`src/hdl/cartesian_tree_euler_tour_assert.svh`:
```
// Assertion macros for the Cartesian tree Euler tour block.
// Used by the datapath; expects clk_i and rst_ni in scope.
`ifndef CARTESIAN_TREE_EULER_TOUR_ASSERT_SVH
`define CARTESIAN_TREE_EULER_TOUR_ASSERT_SVH

// Property checked at every clock edge outside reset.
`define CTET_ASSERT(lbl, prop, msg) \
  lbl: assert property (@(posedge clk_i) disable iff (!rst_ni) (prop)) else $error(msg);

// Antecedent in one cycle implies consequent in the next.
`define CTET_ASSERT_NEXT(lbl, ante, cons, msg) \
  lbl: assert property (@(posedge clk_i) disable iff (!rst_ni) (ante) |=> (cons)) \
    else $error(msg);

`endif

```
`src/hdl/ctet_pkg.sv`:
```
// Shared types for the Cartesian tree Euler tour block.
// Command and status structs between controller and datapath; result codes.
package ctet_pkg;

  typedef enum logic [2:0] {
    ST_APPENDED  = 3'd0,
    ST_ENTRY     = 3'd1,
    ST_DROPPED   = 3'd2,
    ST_NOT_READY = 3'd3,
    ST_FINISHED  = 3'd4
  } status_e;

  typedef struct packed {
    logic    load;     // latch accepted transaction
    logic    append;   // accepted transaction is an append
    logic    drop;     // full: only close if last
    logic    pop;      // build stack pop
    logic    wr_node;  // write new node and push it
    logic    commit;   // link parent, bump counts
    logic    tstart;   // push root
    logic    tstep;    // one Euler step
    logic    tos_load; // reload top of tour stack after a pop
    logic    emit;     // load the output register
    status_e code;
  } cmd_t;

  typedef struct packed {
    logic closed;
    logic full;
    logic cnt_zero;
    logic k_zero;
    logic k_one;
    logic gt;
    logic ph_idle;
    logic ph_fin;
    logic out_free;
    logic step_push;
    logic step_done;
  } sts_t;

endpackage

```
`src/hdl/ctet_ctrl.sv`:
```
// Controller for the Cartesian tree Euler tour block.
// Sequences appends and tour steps; drives ctet_pkg::cmd_t to the datapath.
module ctet_ctrl (
  input  logic            clk_i,
  input  logic            rst_ni,
  input  logic            in_valid_i,
  output logic            in_stall_o,
  input  logic            in_opcode_i,
  input  ctet_pkg::sts_t  sts_i,
  output ctet_pkg::cmd_t  cmd_o
);

  typedef enum logic [3:0] {
    S_IDLE, S_ACHK, S_W1, S_COMMIT, S_TCHK, S_TSTEP, S_TPOP, S_EMIT
  } state_e;

  state_e            state_q, state_d;
  ctet_pkg::status_e code_q, code_d;
  logic              accept;

  assign in_stall_o = (state_q != S_IDLE);
  assign accept     = in_valid_i && (state_q == S_IDLE);

  always_comb begin
    state_d = state_q;
    code_d  = code_q;
    cmd_o   = '0;
    cmd_o.code = code_q;
    unique case (state_q)
      S_IDLE: begin
        if (accept) begin
          cmd_o.load   = 1'b1;
          cmd_o.append = !in_opcode_i;
          state_d      = in_opcode_i ? S_TCHK : S_ACHK;
        end
      end
      S_ACHK: begin
        priority if (sts_i.full) begin
          cmd_o.drop = 1'b1;
          code_d     = ctet_pkg::ST_DROPPED;
          state_d    = S_EMIT;
        end else if (sts_i.k_zero) begin
          state_d = S_W1;
        end else if (sts_i.gt) begin
          cmd_o.pop = 1'b1;
          if (sts_i.k_one) state_d = S_W1;
        end else begin
          state_d = S_W1;
        end
      end
      S_W1: begin
        cmd_o.wr_node = 1'b1;
        state_d       = S_COMMIT;
      end
      S_COMMIT: begin
        cmd_o.commit = 1'b1;
        code_d       = ctet_pkg::ST_APPENDED;
        state_d      = S_EMIT;
      end
      S_TCHK: begin
        priority if (!sts_i.closed || sts_i.cnt_zero) begin
          code_d  = ctet_pkg::ST_NOT_READY;
          state_d = S_EMIT;
        end else if (sts_i.ph_fin) begin
          code_d  = ctet_pkg::ST_FINISHED;
          state_d = S_EMIT;
        end else if (sts_i.ph_idle) begin
          cmd_o.tstart = 1'b1;
          state_d      = S_TSTEP;
        end else begin
          state_d = S_TSTEP;
        end
      end
      S_TSTEP: begin
        if (sts_i.out_free) begin
          cmd_o.tstep = 1'b1;
          cmd_o.emit  = 1'b1;
          cmd_o.code  = ctet_pkg::ST_ENTRY;
          state_d     = (sts_i.step_push || sts_i.step_done) ? S_IDLE : S_TPOP;
        end
      end
      S_TPOP: begin
        cmd_o.tos_load = 1'b1;
        state_d        = S_IDLE;
      end
      S_EMIT: begin
        if (sts_i.out_free) begin
          cmd_o.emit = 1'b1;
          state_d    = S_IDLE;
        end
      end
      default: state_d = S_IDLE;
    endcase
  end

  always_ff @(posedge clk_i or negedge rst_ni) begin
    if (!rst_ni) begin
      state_q <= S_IDLE;
      code_q  <= ctet_pkg::ST_APPENDED;
    end else begin
      state_q <= state_d;
      code_q  <= code_d;
    end
  end

endmodule

```
`config.mk`:
```
export PLATFORM = sky130hd
export DESIGN_NAME = ctet_ctrl
export DESIGN_NICKNAME = d
export VERILOG_FILES = /design/src/hdl/cartesian_tree_euler_tour_assert.svh /design/src/hdl/ctet_pkg.sv /design/src/hdl/ctet_ctrl.sv
export SDC_FILE = /design/constraint.sdc
export NUM_CORES = 1
export LEC_CHECK = 0
export ABC_AREA = 1
export BUFFER_PORTS_ARGS = -buffer_cell sky130_fd_sc_hd__buf_2
export CAP_MARGIN = 10
export CORE_MARGIN = 1.5
export CORE_UTILIZATION = 38
export DETAILED_ROUTE_END_ITERATION = 10
export PLACE_DENSITY_LB_ADDON = 0.1
export RECOVER_POWER = 50
export SLEW_MARGIN = 20
export SYNTH_ARGS = -nofsm -noshare
export SYNTH_HDL_FRONTEND = slang
export SYNTH_SLANG_ARGS = --single-unit
```
`constraint.sdc`:
```
create_clock -name clk_i -period 1.3 [get_ports clk_i]
set_clock_uncertainty 0.1 [all_clocks]
set_input_delay 0.195 -clock clk_i [delete_from_list [all_inputs] [get_ports clk_i]]
set_output_delay 0.195 -clock clk_i [all_outputs]
set_load 0.05 [all_outputs]
```
==> reports/results.ini, run 1 <==
[cts]
clock_path_buffers=2
tritoncts.num_buffers=3
cts.sink_count=6
root_buffer=clkbuf_4
htreeDepth=1

[floorplan]
io_pins=29
die_h_um=39.92
chipWidth_um=39.92
start_util_pct=40.31
rows=13

[logic_synthesis]
yosysSeqAreaShare_pct=28.99
synth_seq_cells=6
synth_cells=87
syn_area_per_cell_um2=5.954
syn_area_um2=518.0
ys_warn_count=0
synth_cell_types=15
syn-num-nets=102

[outcome]
stop_stage=5_1_grt
status=aborted with a tool error
tool.error=[ERROR DPL-0038] Utilization greater than 100%, impossible to legalize

[grt]
grt_max_degree=7

[placement]
place_congestion=0.8409
dp_hpwl_mm=1.220
io_buffers=28
placed_area_um2=888.4

[sta]
grt-worst-endpoint=cmd_o[2]
worst-ep-kind=top-level output

==> through the flow <==
stage | hold WS [ps] | worst slack [ps] | TNS, ps | util, % | instances
after floorplan | -200.6 | -465.3 | -4057 | - | 87
after CTS | 89.05 | -398.9 | -4230 | 95.72 | 159
after global placement | -73.79 | -247.1 | -2585 | 69.13 | 144
after detailed placement | -71.84 | -270.0 | -2865 | 69.13 | 144
==> cell families after synthesis <==
kind of cell	Yosys count	synth area share [%]
flip-flops	6	28.98
AND/OR/NAND/NOR	63	56.04
buffers and inverters	16	13.04
AO/OA/AOI/OAI	2	1.932
==> what timing repair did <==
action	in CTS
pin swaps	16
hold buffers	1
endpoints found under the hold margin	6
gates resized for setup	58
buffers inserted	10
endpoints found under the setup margin	20
==> cells in the mapped netlist (all sizes together) <==
master	count	area share (%)
nand2	30	24
dfrtp	6	29
nor3	2	1.9
nand3	12	12
nand3b	1	1.4
nor2	15	13
nand4	2	2.4
buf	1	2.2
or2	1	1.2
inv	15	11
o21ai	2	1.9
==> run 2: changes to the inputs <==
Settings changed: CORE_AREA set to 2 2 63 65, CORE_MARGIN 1.5 to not set, CORE_UTILIZATION 38 to not set, DIE_AREA set to 0 0 65 67, PLACE_DENSITY_LB_ADDON 0.1 to 0.15.
Clock period 1.3 ns to 1.7 ns, I/O delays scaled along.
==> run 2 against run 1 <==
  * The flow now finishes, with violations (negative setup slack)
  * Area after synthesis is the same
  * Synthesized cell count is the same
==> reports/results.ini, run 2 <==
[worst_setup_path]
cp_cell_sequence=nand2_4, nor2_4, nand2_2, clkinvlp_4, or2_4, buf_8
ff2ff_path_depth=7
crit_path_end_kind=primary output
arrival_ps=1360
crit_required_ps=1340
path_max_fanout=4
worstSetupStartpointType=register
crit_slowest_cell=dfrtp_2
worstSetupPathType=register to primary output
r2r_setup_slack_ps=210
slowest_delay_ps=440
rr_endpoint=code_q[0]
r2r-start=state_q[1]

[power]
seq_power_share_pct=15.3
vdd_drop_max_uv=603.1
clockPowerShare_pct=11.1
p_total_w=0.001925
power.switching_w=0.001010
swShare_pct=52.50
leakagePower_nw=0.5449
internal-power_w=0.0009142
power_density_mw_per_mm2=1874
share_comb_of_total_power_pct=73.6

[grt]
antenna_found_initial=0
grt_max_degree=11
grt-ovfl-total=0
grt_pass1_vias=648
grt_pass1_wl_mm=2.794
track_usage_pct=8.381

[logic_synthesis]
yosys-top-cells-count=25 x nand2_1, 13 x inv_1, 12 x nand3_1, 12 x nor2_1, 6 x dfrtp_1
ys_top_cells_by_area=dfrtp_1 29%, nand2_1 18%, nand3_1 12%
yosysSeqAreaShare_pct=28.99
synth_cell_types=15
yosysTopAreaCell=dfrtp_1
synth_cells=87
syn-num-nets=102
ys_async_sr_fraction_pct=100.0
synth-edff-count=0
synth.most_common_cell=nand2_1
yosys.area.top_type_share_pct=28.99
syn_area_um2=518.0
ys_warn_count=0
synth_seq_cells=6
syn_area_per_cell_um2=5.954
ys.flop_type=dfrtp_1

[detailed_routing]
routed_via_density=3.791
wl_mm=1.705
wl_per_cell_um=9.368
ant_nets=0
vias=690
drc=0
drt_first_pass_iters=4
first_iter_violations=21

[floorplan]
start_util_pct=14.37
coreArea_mm2=0.003606
io_pins=29
die_area_mm2=0.004355
rows=22
die_h_um=67
chipWidth_um=65

[sta]
rsz0062_at_grt=yes
post-route-period-util_pct=100.8
setup_viol=1
period_needed_ps=1714
hold_slack_ps=183.0
relSlewSlack_pct=75.89
tns_ps=-13.72
max_freq_mhz=583.5
tightest_slew_ps=361.7
setup_slack_ps=-13.72
slew_violations=0
hold_viol=0

[worst_hold_path]
min_path_type=input port to register
worstHoldStart=sts_i[3]
whs_path_depth=3
hold_end=code_q[2]

[outcome]
status=finished, violations left
violations=negative setup slack

[cts]
clk_pin_slew_ps=40
cts.sink_count=6
insertion_delay_ps=220
root_buffer=clkbuf_8
htreeDepth=1
tritoncts.num_buffers=3
cts_tree=done
clock_path_buffers=2

[cells_and_area]
layout.nets=151
final_cell_mix=24 x nand2_1, 17 x buf_2, 16 x buf_4
drive_gt1_share_pct=52.24
final_common_cell=nand2_1
areaGrowthSynthToFinish_pct=98.31
design_area_mm2=0.001027
fin_util_pct=28.49
diodes=0
largestRegisters=code_q x3, state_q x3

[placement]
place_congestion=0.6869
io_buffers=28
placed_area_um2=822.0
dp_hpwl_mm=1.421

[run]
cap_violations=0

-- run 2: through the flow --
stage | setup WS, ps | instances
3_5_place_dp | 44.99 | 167
6_report | -13.72 | 182
3_3_place_gp | 59.36 | 167
4_1_cts | -43.93 | 176
2_1_floorplan | -144.3 | 87
5_1_grt | -65.89 | 182
-- run 2: critical path, delay by kind of cell (launching register included) --
| kind | cells | cell delay [ps] |
|---|---|---|
| flops | 1 | 440 |
| simple gates | 4 | 450 |
| buf+inv | 2 | 250 |
-- run 2: cells by family (layout without fill, tap and decap cells) --
group | after synthesis | after routing | share of synthesized area [%]
AO/OA/AOI/OAI | 2 | 2 | 1.932
AND/OR/NAND/NOR | 63 | 63 | 56.04
buffers and inverters | 16 | 63 | 13.04
flip-flops | 6 | 6 | 28.98
-- run 2: routing by layer --
layer  wire, um  vias up  track usage, %
met2        831       29           14.18
met3        139        0           3.378
met5          0        -               0
met1        734      300           10.63
li1           -      361               -
met4          0        0               0
-- run 2: what timing repair did --
action / CTS / global route
setup buffers: 5 / 6
endpoints found under the setup margin: 10 / 12
pin swaps: 5 / 6
resized for setup: 14 / 14
hold buffers: 1 / 0
endpoints found under the hold margin: 6 / 0
-- run 2: area by class of cell --
type                       instances  area, um2
tap                               48      60.06
inverter                          15      62.56
sequential                         6      153.9
clock buffer                       3      41.29
fill                             413       2579
timing repair buffer              45      332.8
multi-input combinational         65      376.6
-- run 2: worst max-delay path by stage --
| stage | start | endpoint | slack (ps) | cells after the start |
|---|---|---|---|---|
| after floorplan | state_q[0] | cmd_o[0] | -140 | 6 |
| after global placement | state_q[1] | cmd_o[6] | 60 | 6 |
| after detailed placement | state_q[1] | cmd_o[6] | 40 | 6 |
| after CTS | state_q[2] | cmd_o[2] | -40 | 7 |
| after global routing | state_q[2] | cmd_o[0] | -70 | 6 |
| final | state_q[2] | cmd_o[0] | -10 | 6 |
-- run 2: power groups by stage --
stage	combinational, W	sequential [W]	clock (W)
after CTS	0.00134	0.000279	0.000219
after detailed placement	0.00119	0.000290	0
after floorplan	0.000917	0.000264	0
after global placement	0.00118	0.000287	0
final	0.00142	0.000295	0.000213
after global routing	0.00155	0.000308	0.000235
Note: power is estimated with default switching activity, not from simulation.
==> run 3: changes to the inputs <==
Settings changed: MAX_ROUTING_LAYER set to met4, REMOVE_ABC_BUFFERS set to 1.
==> run 3 against run 2 <==
  * The run now ends clean
  * Wire length is 7.3% lower
  * Die area stayed put
  * Power is 15% lower
  * Critical path type unchanged
  * Final cell count is 4.4% lower
  * Clock-buffer cell count stayed put
  * Maximum frequency is 0.99% higher
  * Critical path depth stayed put
  * Core utilization is 4.3 points lower
  * First-iteration DRC count is 9.5% higher
  * Design area is 15% lower
  * Clock power hardly changed
==> reports/results.ini, run 3 (synthesized netlist as in run 2, its figures left out) <==
[power]
vdd_drop_max_uv=763.0
p_total_w=0.001643
power_density_mw_per_mm2=1887
leakagePower_nw=0.4922

[grt]
antenna_found_initial=0
track_usage_pct=7.827
grt_pass1_vias=594
grt_pass1_wl_mm=2.532
grt-ovfl-total=0
grt_max_degree=11

[floorplan]
io_pins=29
chipWidth_um=65
die_area_mm2=0.004355
coreArea_mm2=0.003606
rows=22
die_h_um=67
start_util_pct=14.37

[detailed_routing]
first_iter_violations=23
ant_nets=0
wl_per_cell_um=9.086
routed_via_density=3.839
wl_mm=1.581
vias=668
drc=0
drt_first_pass_iters=4

[sta]
tightest_slew_ps=352.0
rsz0062_at_grt=yes
max_freq_mhz=589.3
hold_viol=0
slew_violations=0
post-route-period-util_pct=99.82
hold_slack_ps=181.4
period_needed_ps=1697
relSlewSlack_pct=76.53
setup_viol=0

[cells_and_area]
multi_input_area_um2=315.3
drive_gt1_share_pct=44.44
diodes=0
final_common_cell=nand2_1
seq_area_um2=152.6
final_cell_mix=26 x nand2_1, 20 x buf_2, 12 x nand3_1
fillCellCount=439
design_area_um2=870.8
fin_util_pct=24.15
layout.nets=143
areaGrowthSynthToFinish_pct=68.12
largestRegisters=code_q x3, state_q x3

[worst_setup_path]
crit_path_end_kind=primary output
r2r-start=state_q[0]
path_max_fanout=4
worstSetupStartpointType=register
r2r_setup_slack_ps=280
arrival_ps=1340
crit_required_ps=1340
ff2ff_path_depth=8
rr_endpoint=state_q[2]
worstSetupPathType=register to primary output

[cts]
root_buffer=clkbuf_8
clock_path_buffers=2
insertion_delay_ps=220
tritoncts.num_buffers=3
cts_tree=done
cts.sink_count=6
htreeDepth=1
clk_pin_slew_ps=40

[worst_hold_path]
hold_end=code_q[2]
whs_path_depth=3
worstHoldStart=sts_i[3]
min_path_type=input port to register

[placement]
place_congestion=0.7286
io_buffers=28
placed_area_um2=721.9
dp_hpwl_mm=1.282

[run]
cap_violations=0

[outcome]
status=completed

run 3: metrics by stage:
| step | setup slack [ps] | setup TNS (ps) | instances |
|---|---|---|---|
| after floorplan | -792.6 | -4416 | 86 |
| after global placement | 50.87 | 0 | 164 |
| after detailed placement | 63.53 | 0 | 164 |
| after CTS | -22.39 | -44.78 | 170 |
| after global routing | -74.31 | -281.5 | 174 |
| final | 3.001 | 0 | 174 |
run 3: worst max-delay path by stage:
| stage | startpoint | endpoint | slack [ps] | depth (start not counted) |
|---|---|---|---|---|
| after floorplan | state_q[0] | cmd_o[11] | -790 | 3 |
| after global placement | state_q[1] | cmd_o[10] | 50 | 4 |
| after detailed placement | state_q[1] | cmd_o[6] | 60 | 6 |
| after CTS | state_q[0] | cmd_o[6] | -20 | 6 |
| after global routing | state_q[0] | cmd_o[0] | -70 | 6 |
| final | state_q[0] | cmd_o[0] | 3 | 6 |
run 3: power breakdown:
group          internal (W)  switching, W
Clock              0.000152     0.0000584
Sequential         0.000215     0.0000624
Combinational      0.000370      0.000785
Total              0.000737      0.000906
run 3: layer usage:
metal	routed length [um]	up-vias	track usage (%)	share of wire [%]
met4	0	0	0.7979	0
met1	706	290	9.293	45
met3	140	0	3.378	8.9
met5	0	-	-	0
li1	-	350	-	-
met2	735	28	12.76	46
run 3: final cells by class:
type / count / share of cell area, %
Clock buffer: 3 / 4.741
Inverter: 15 / 6.466
Multi-Input combinational cell: 65 / 36.21
Sequential cell: 6 / 17.53
Tap cell: 48 / 6.897
Timing Repair Buffer: 37 / 28.16
run 3: what timing repair did:
action	4_1_cts	5_1_grt
gates resized for setup	13	10
gates cloned	0	0
setup buffers	2	4
pin swaps	1	4
endpoints found under the hold margin	6	0
endpoints found under the setup margin	9	9
hold buffers	1	0
run 3: critical path, cell delays in order (launching register included):
cell and delay (ps):
dfrtp_1 410, nand2_1 110, nor2_2 50, nand2_1 70, inv_2 50, or2_2 270, buf_6 160
